===== src/design/bsr_pkg.sv =====
// Package for the bisection square root block.
// Holds the shared control struct and fixed field widths; no dependencies.
`default_nettype none
package bsr_pkg;

	// Width of the step counter and the iteration cap.
	localparam int STEP_W = 7;
	// Largest cap that the iteration limit saturates to.
	localparam logic [STEP_W-1:0] MAX_CAP = 7'd64;
	// Width of the tolerance register.
	localparam int TOL_W = 32;

	// Status that travels with each item down the pipeline.
	typedef struct packed {
		logic valid;
		logic done;
		logic hit;
	} bsr_ctl_t;

endpackage
`default_nettype wire


===== src/design/bsr_step.sv =====
// One bisection step: a squaring stage and a compare-and-update stage.
// Depends on bsr_pkg for the control struct and the step counter width.
`default_nettype none
module bsr_step import bsr_pkg::*; #(
	parameter int FRAC_BITS = 16,
	parameter int VW = 32,
	parameter int RW = 24,
	parameter int DW = 48,
	parameter int K = 0
) (
	input  wire logic                clk,
	input  wire logic                arst_n,
	input  wire logic                advance,
	input  wire bsr_ctl_t            ctl_in,
	input  wire logic [VW-1:0]       v_in,
	input  wire logic [RW-1:0]       a_in,
	input  wire logic [RW:0]         b_in,
	input  wire logic [RW-1:0]       x_in,
	input  wire logic [STEP_W-1:0]   steps_in,
	input  wire logic [TOL_W-1:0]    tol,
	input  wire logic [STEP_W-1:0]   cap,
	output bsr_ctl_t                 ctl_out,
	output logic      [VW-1:0]       v_out,
	output logic      [RW-1:0]       a_out,
	output logic      [RW:0]         b_out,
	output logic      [RW-1:0]       x_out,
	output logic      [STEP_W-1:0]   steps_out
);

	bsr_ctl_t              ctl_s1;
	logic [VW-1:0]         v_s1;
	logic [RW-1:0]         a_s1;
	logic [RW:0]           b_s1;
	logic [RW-1:0]         x_s1;
	logic [STEP_W-1:0]     steps_s1;
	logic [2*RW-1:0]       sq_s1;

	logic [DW-1:0]         sq_ext;
	logic [DW-1:0]         target;
	logic [DW-1:0]         tol_ext;
	logic [DW-1:0]         diff;
	logic                  below;
	logic [RW-1:0]         a_nxt;
	logic [RW:0]           b_nxt;
	logic [RW+1:0]         sum;

	// Stage one: square the midpoint.
	always_ff @(posedge clk or negedge arst_n) begin
		if (!arst_n) begin
			ctl_s1 <= '0;
		end else if (advance) begin
			ctl_s1 <= ctl_in;
		end
	end

	always_ff @(posedge clk) begin
		if (advance) begin
			v_s1     <= v_in;
			a_s1     <= a_in;
			b_s1     <= b_in;
			x_s1     <= x_in;
			steps_s1 <= steps_in;
			sq_s1    <= x_in * x_in;
		end
	end

	// Distance of the square from the radicand, both at twice the fraction bits.
	always_comb begin
		sq_ext  = DW'(sq_s1);
		target  = DW'(v_s1) << FRAC_BITS;
		tol_ext = DW'(tol) << FRAC_BITS;
		below   = sq_ext < target;
		diff    = below ? (target - sq_ext) : (sq_ext - target);
		a_nxt   = below ? x_s1 : a_s1;
		b_nxt   = below ? b_s1 : (RW+1)'(x_s1);
		sum     = (RW+2)'(a_nxt) + (RW+2)'(b_nxt);
	end

	// Stage two: a done item passes; else tolerance test, then cap test, then move one end.
	always_ff @(posedge clk or negedge arst_n) begin
		if (!arst_n) begin
			ctl_out <= '0;
		end else if (advance) begin
			ctl_out.valid <= ctl_s1.valid;
			if (ctl_s1.done) begin
				ctl_out.done <= 1'b1;
				ctl_out.hit  <= ctl_s1.hit;
			end else if (diff < tol_ext) begin
				ctl_out.done <= 1'b1;
				ctl_out.hit  <= 1'b0;
			end else if (STEP_W'(K) >= cap) begin
				ctl_out.done <= 1'b1;
				ctl_out.hit  <= 1'b1;
			end else begin
				ctl_out.done <= 1'b0;
				ctl_out.hit  <= 1'b0;
			end
		end
	end

	always_ff @(posedge clk) begin
		if (advance) begin
			v_out <= v_s1;
			if (ctl_s1.done || diff < tol_ext || STEP_W'(K) >= cap) begin
				a_out     <= a_s1;
				b_out     <= b_s1;
				x_out     <= x_s1;
				steps_out <= ctl_s1.done ? steps_s1 : STEP_W'(K);
			end else begin
				a_out     <= a_nxt;
				b_out     <= b_nxt;
				x_out     <= sum[RW:1];
				steps_out <= STEP_W'(K + 1);
			end
		end
	end

endmodule
`default_nettype wire

===== config.mk =====
export PLATFORM = sky130hd
export DESIGN_NAME = bsr_step
export DESIGN_NICKNAME = d
export VERILOG_FILES = /design/src/design/bsr_pkg.sv /design/src/design/bsr_step.sv
export SDC_FILE = /design/constraint.sdc
export NUM_CORES = 2
export LEC_CHECK = 0
export ABC_AREA = 1
export ABC_CLOCK_PERIOD_IN_PS = 5000
export BUFFER_PORTS_ARGS = -buffer_cell sky130_fd_sc_hd__clkbuf_2
export CAP_MARGIN = 20
export CELL_PAD_IN_SITES_DETAIL_PLACEMENT = 1
export CELL_PAD_IN_SITES_GLOBAL_PLACEMENT = 2
export CORE_ASPECT_RATIO = 1.5
export CORE_MARGIN = 3
export CORE_UTILIZATION = 30
export CTS_CLUSTER_DIAMETER = 40
export CTS_CLUSTER_SIZE = 25
export DETAILED_ROUTE_END_ITERATION = 8
export PLACE_DENSITY = 0.78
export SYNTH_ARGS = -nofsm -noshare
export SYNTH_HDL_FRONTEND = slang
export SYNTH_SLANG_ARGS = --single-unit

===== constraint.sdc =====
create_clock -name clk -period 5 [get_ports clk]
set_clock_uncertainty 0.15 [all_clocks]
set_input_delay 1 -clock clk [delete_from_list [all_inputs] [get_ports clk]]
set_output_delay 1 -clock clk [all_outputs]
set_load 0.02 [all_outputs]

==> summary.md <==
| Metric | Value |
|---|---|
| Synth area leaders | fa_1, edfxtp_1, inv_1, ha_1, nand2_1 |
| Root Driver | clkbuf_16 |
| Min-Delay Path Depth | 2 |
| Sequential cell area | slightly above 8000 µm² |
| Critical Path Sink Type | flip-flop |
| Clock latency on the worst-skew pair | between 600 and 700 ps |
| Crit path kind | in2reg |
| Initial drt markers | between 1000 and 1500 |
| Minimum clock period | 6750 ps |
| Grt total ovfl | 0 |
| Unrepaired setup endpoints after global routing | true |
| DRT Wirelength | about 120000 µm |
| CTS buffer count | 27 |
| Vias per cell | approximately 4.6 |
| Top delay family on crit path | adder cells |
| Final worst slack | -1750 ps |
| Routed Antenna Nets | 0 |
| Routed WL per cell | ~19 µm |
| Area share of the largest cell type after synthesis | between 20% and 30% |
| Rows | approximately 150 |
| Crit Path Max Fanout | 4 |
| Final setup viols | 46 |
| IO buf count | 271 |
| FILL cells | about 13000 |
| Max clock buf depth | 3 |
| Max-cap viol count | 0 |
| Slowest Stage Delay on Critical Path | just under 600 ps |
| Fraction of layout cells with a size suffix above 1 | a little under two fifths |
| Final HPWL DP | 98900 µm |
| Synth async-reset ratio | under 10% |
| H-tree depth | 1 |
| Failing checks | setup timing |
| I/O Pins | 272 |
| Hold Path Class | reg2reg |
| Most common cell in the netlist | inv_1 |
| Most frequent CP cell | inv_2 |
| Crit path buf inv count | 9 |
| Critical Path Stages | 27 |
| Pre-antenna DRT Iters | 5 |
| Sequential fraction of the synthesis area | between 20% and 30% |
| Synth Net Count | roughly 4700 |
| Antenna violations before repair | 9 |
| Gp weighted congestion | roughly 0.90 |
| Clk pin slew, worst setup/hold paths | about 90 ps |
| Main synth FF type | edfxtp_1 |
| Multi-input gate area | roughly 24000 µm² |
| Final hold viol count | 0 |
| Syn avg cell area | between 8 and 9 µm² |
| Post-synth EDFFs | 270 |
| Die X | 277 µm |
| R2R cell count | 33 |
| Status | complete, but fails checks |
| Achievable frequency | about 150 MHz |
| DRC | 0 |
| Core box area | 109000 µm² |
| Data arrival, critical path | about 7000 ps |
| Nets | 5726 |
| Initial core utilization | a little over 30% |
| CTS tree | done |
| CP max-delay cell | fa_2 |
| CP Launch Type | primary input |
| Vias | between 20000 and 30000 |
| Post-Syn Area | ~33000 µm² |
| Final slew viol count | 0 |
| Worst-Margin Slew | 977 ps |
| CTS Sinks | between 200 and 300 |
| Worst slack, placed | -2570 ps |
| Global-route wire length before repair | ~180000 µm |
| Die area | ~110000 µm² |
| Largest net degree at the start of global routing | 110 |
| Slew HR | about a third |
| Synth warnings | 0 |
| Netlist cell types | 52 |
| Commonest cells in the netlist | inv_1, nand2_1, fa_1 |
| Top cell type by total area after synthesis | fa_1 |
| WHS | 313 ps |
| Worst EP required | roughly 5200 ps |
| Gr usage total | 20.3% |
| Syn Inst Count | 3845 |
| Vias in the first global route | 32900 |
| Final Cycle Share | 135% |
| Area growth syn-to-layout | 43.7% |
| Die Ht | approximately 410 µm |
| Synthesized flop and latch total | 276 |
==> flip-flops by register name (all words and copies together), names as in the netlist <==
name	flops
sq_ext	46
v_out	32
v_s1	32
b_out	25
b_s1	25
a_out	24
a_s1	24
x_out	24
x_s1	24
steps_out	7
steps_s1	7
ctl_out	3
ctl_s1	3
==> layer usage <==
layer	track usage [%]	up-vias	wire [µm]	share of wire, %
met5	0	-	13	0.011
met4	8.27	2	5990	4.9
met3	1.19	242	2570	2.1
met2	40.7	486	68800	57
met1	21.7	14700	44300	36
li1	-	13800	-	-
==> cell families (layout without fill, tap and decap cells) <==
logic type,after synthesis,count (layout),share of synthesized area (%)
AND/OR/NAND/NOR,1215,1216,15.0
buffers and inverters,1106,2131,12.9
adder cells (fa/ha/maj),719,719,36.9
AO/OA/AOI/OAI,416,416,7.16
flip-flops,276,276,25.0
XOR/XNOR,111,111,2.94
multiplexers,2,2,0.0606
other,0,3,0
==> worst min-delay path: cells and delay by family, from the launching register on <==
family	cells	cell delay [ps]
flip-flops	1	350
AND/OR/NAND/NOR	2	110
==> area by class of cell <==
type / count / share of cell area, %
inverter: 1001 / 7.96
sequential: 276 / 17.4
multi-input combinational: 2464 / 50.3
antenna: 3 / 0.0158
timing repair buffer: 1080 / 18.5
clock buffer: 28 / 1.43
tap: 1425 / 3.76
clock inverter: 22 / 0.598
==> layout by cell type (no fill, tap or decap), types with 29 or more instances in the layout <==
cell type  netlist  final
xor2_1          67     54
clkbuf_2         0    248
buf_12           0     37
edfxtp_1       270    270
buf_4            0    660
nand2_4          2     86
o21ai_0        100     64
inv_1          998    901
nand2_1        872    637
fa_1           426    389
ha_1           293    230
a21oi_1        198    129
nor2_2           6     29
nor2_1         167    126
inv_2            3     96
fa_2             0     37
ha_4             0     57
buf_6           14     89
nand2_2          6    155
a21oi_2          3     50
nand4_1         83     83
clkbuf_16        0     39
==> metrics by stage <==
step	util (%)	area [µm²]	std cells	setup TNS [ps]
2_1_floorplan	-	34200	3845	-50540
3_3_place_gp	38.3	41700	6106	-121810
3_5_place_dp	38.3	41700	6106	-125950
4_1_cts	41.4	45100	6245	-51010
5_1_grt	43.6	47500	6299	-76800
6_report	43.6	47500	6299	-54530
==> timing repair <==
item                                    CTS  global route
gates resized for setup                 374           510
hold buffers                              1             0
setup buffers                            89            68
pin swaps                               145           206
endpoints found under the hold margin     1             0
cloned                                    8             8
endpoints found under the setup margin  116           116
==> worst paths after layout <==
kind                                 from          to  slack, ps
worst max-delay path             x_in[15]  sq_ext[44]      -1750
worst min-delay path            ctl_s1[2]  ctl_out[2]        310
worst max register to register    v_s1[0]   a_out[20]        -20
worst min register to register  ctl_s1[2]  ctl_out[2]        310
max in group asynchronous          arst_n   ctl_s1[2]       3940
min in group asynchronous          arst_n  ctl_out[2]        580
Power is left out: the tool's default activity adds up to more than one toggle a clock period on the data nets, which glitch-free logic cannot reach.
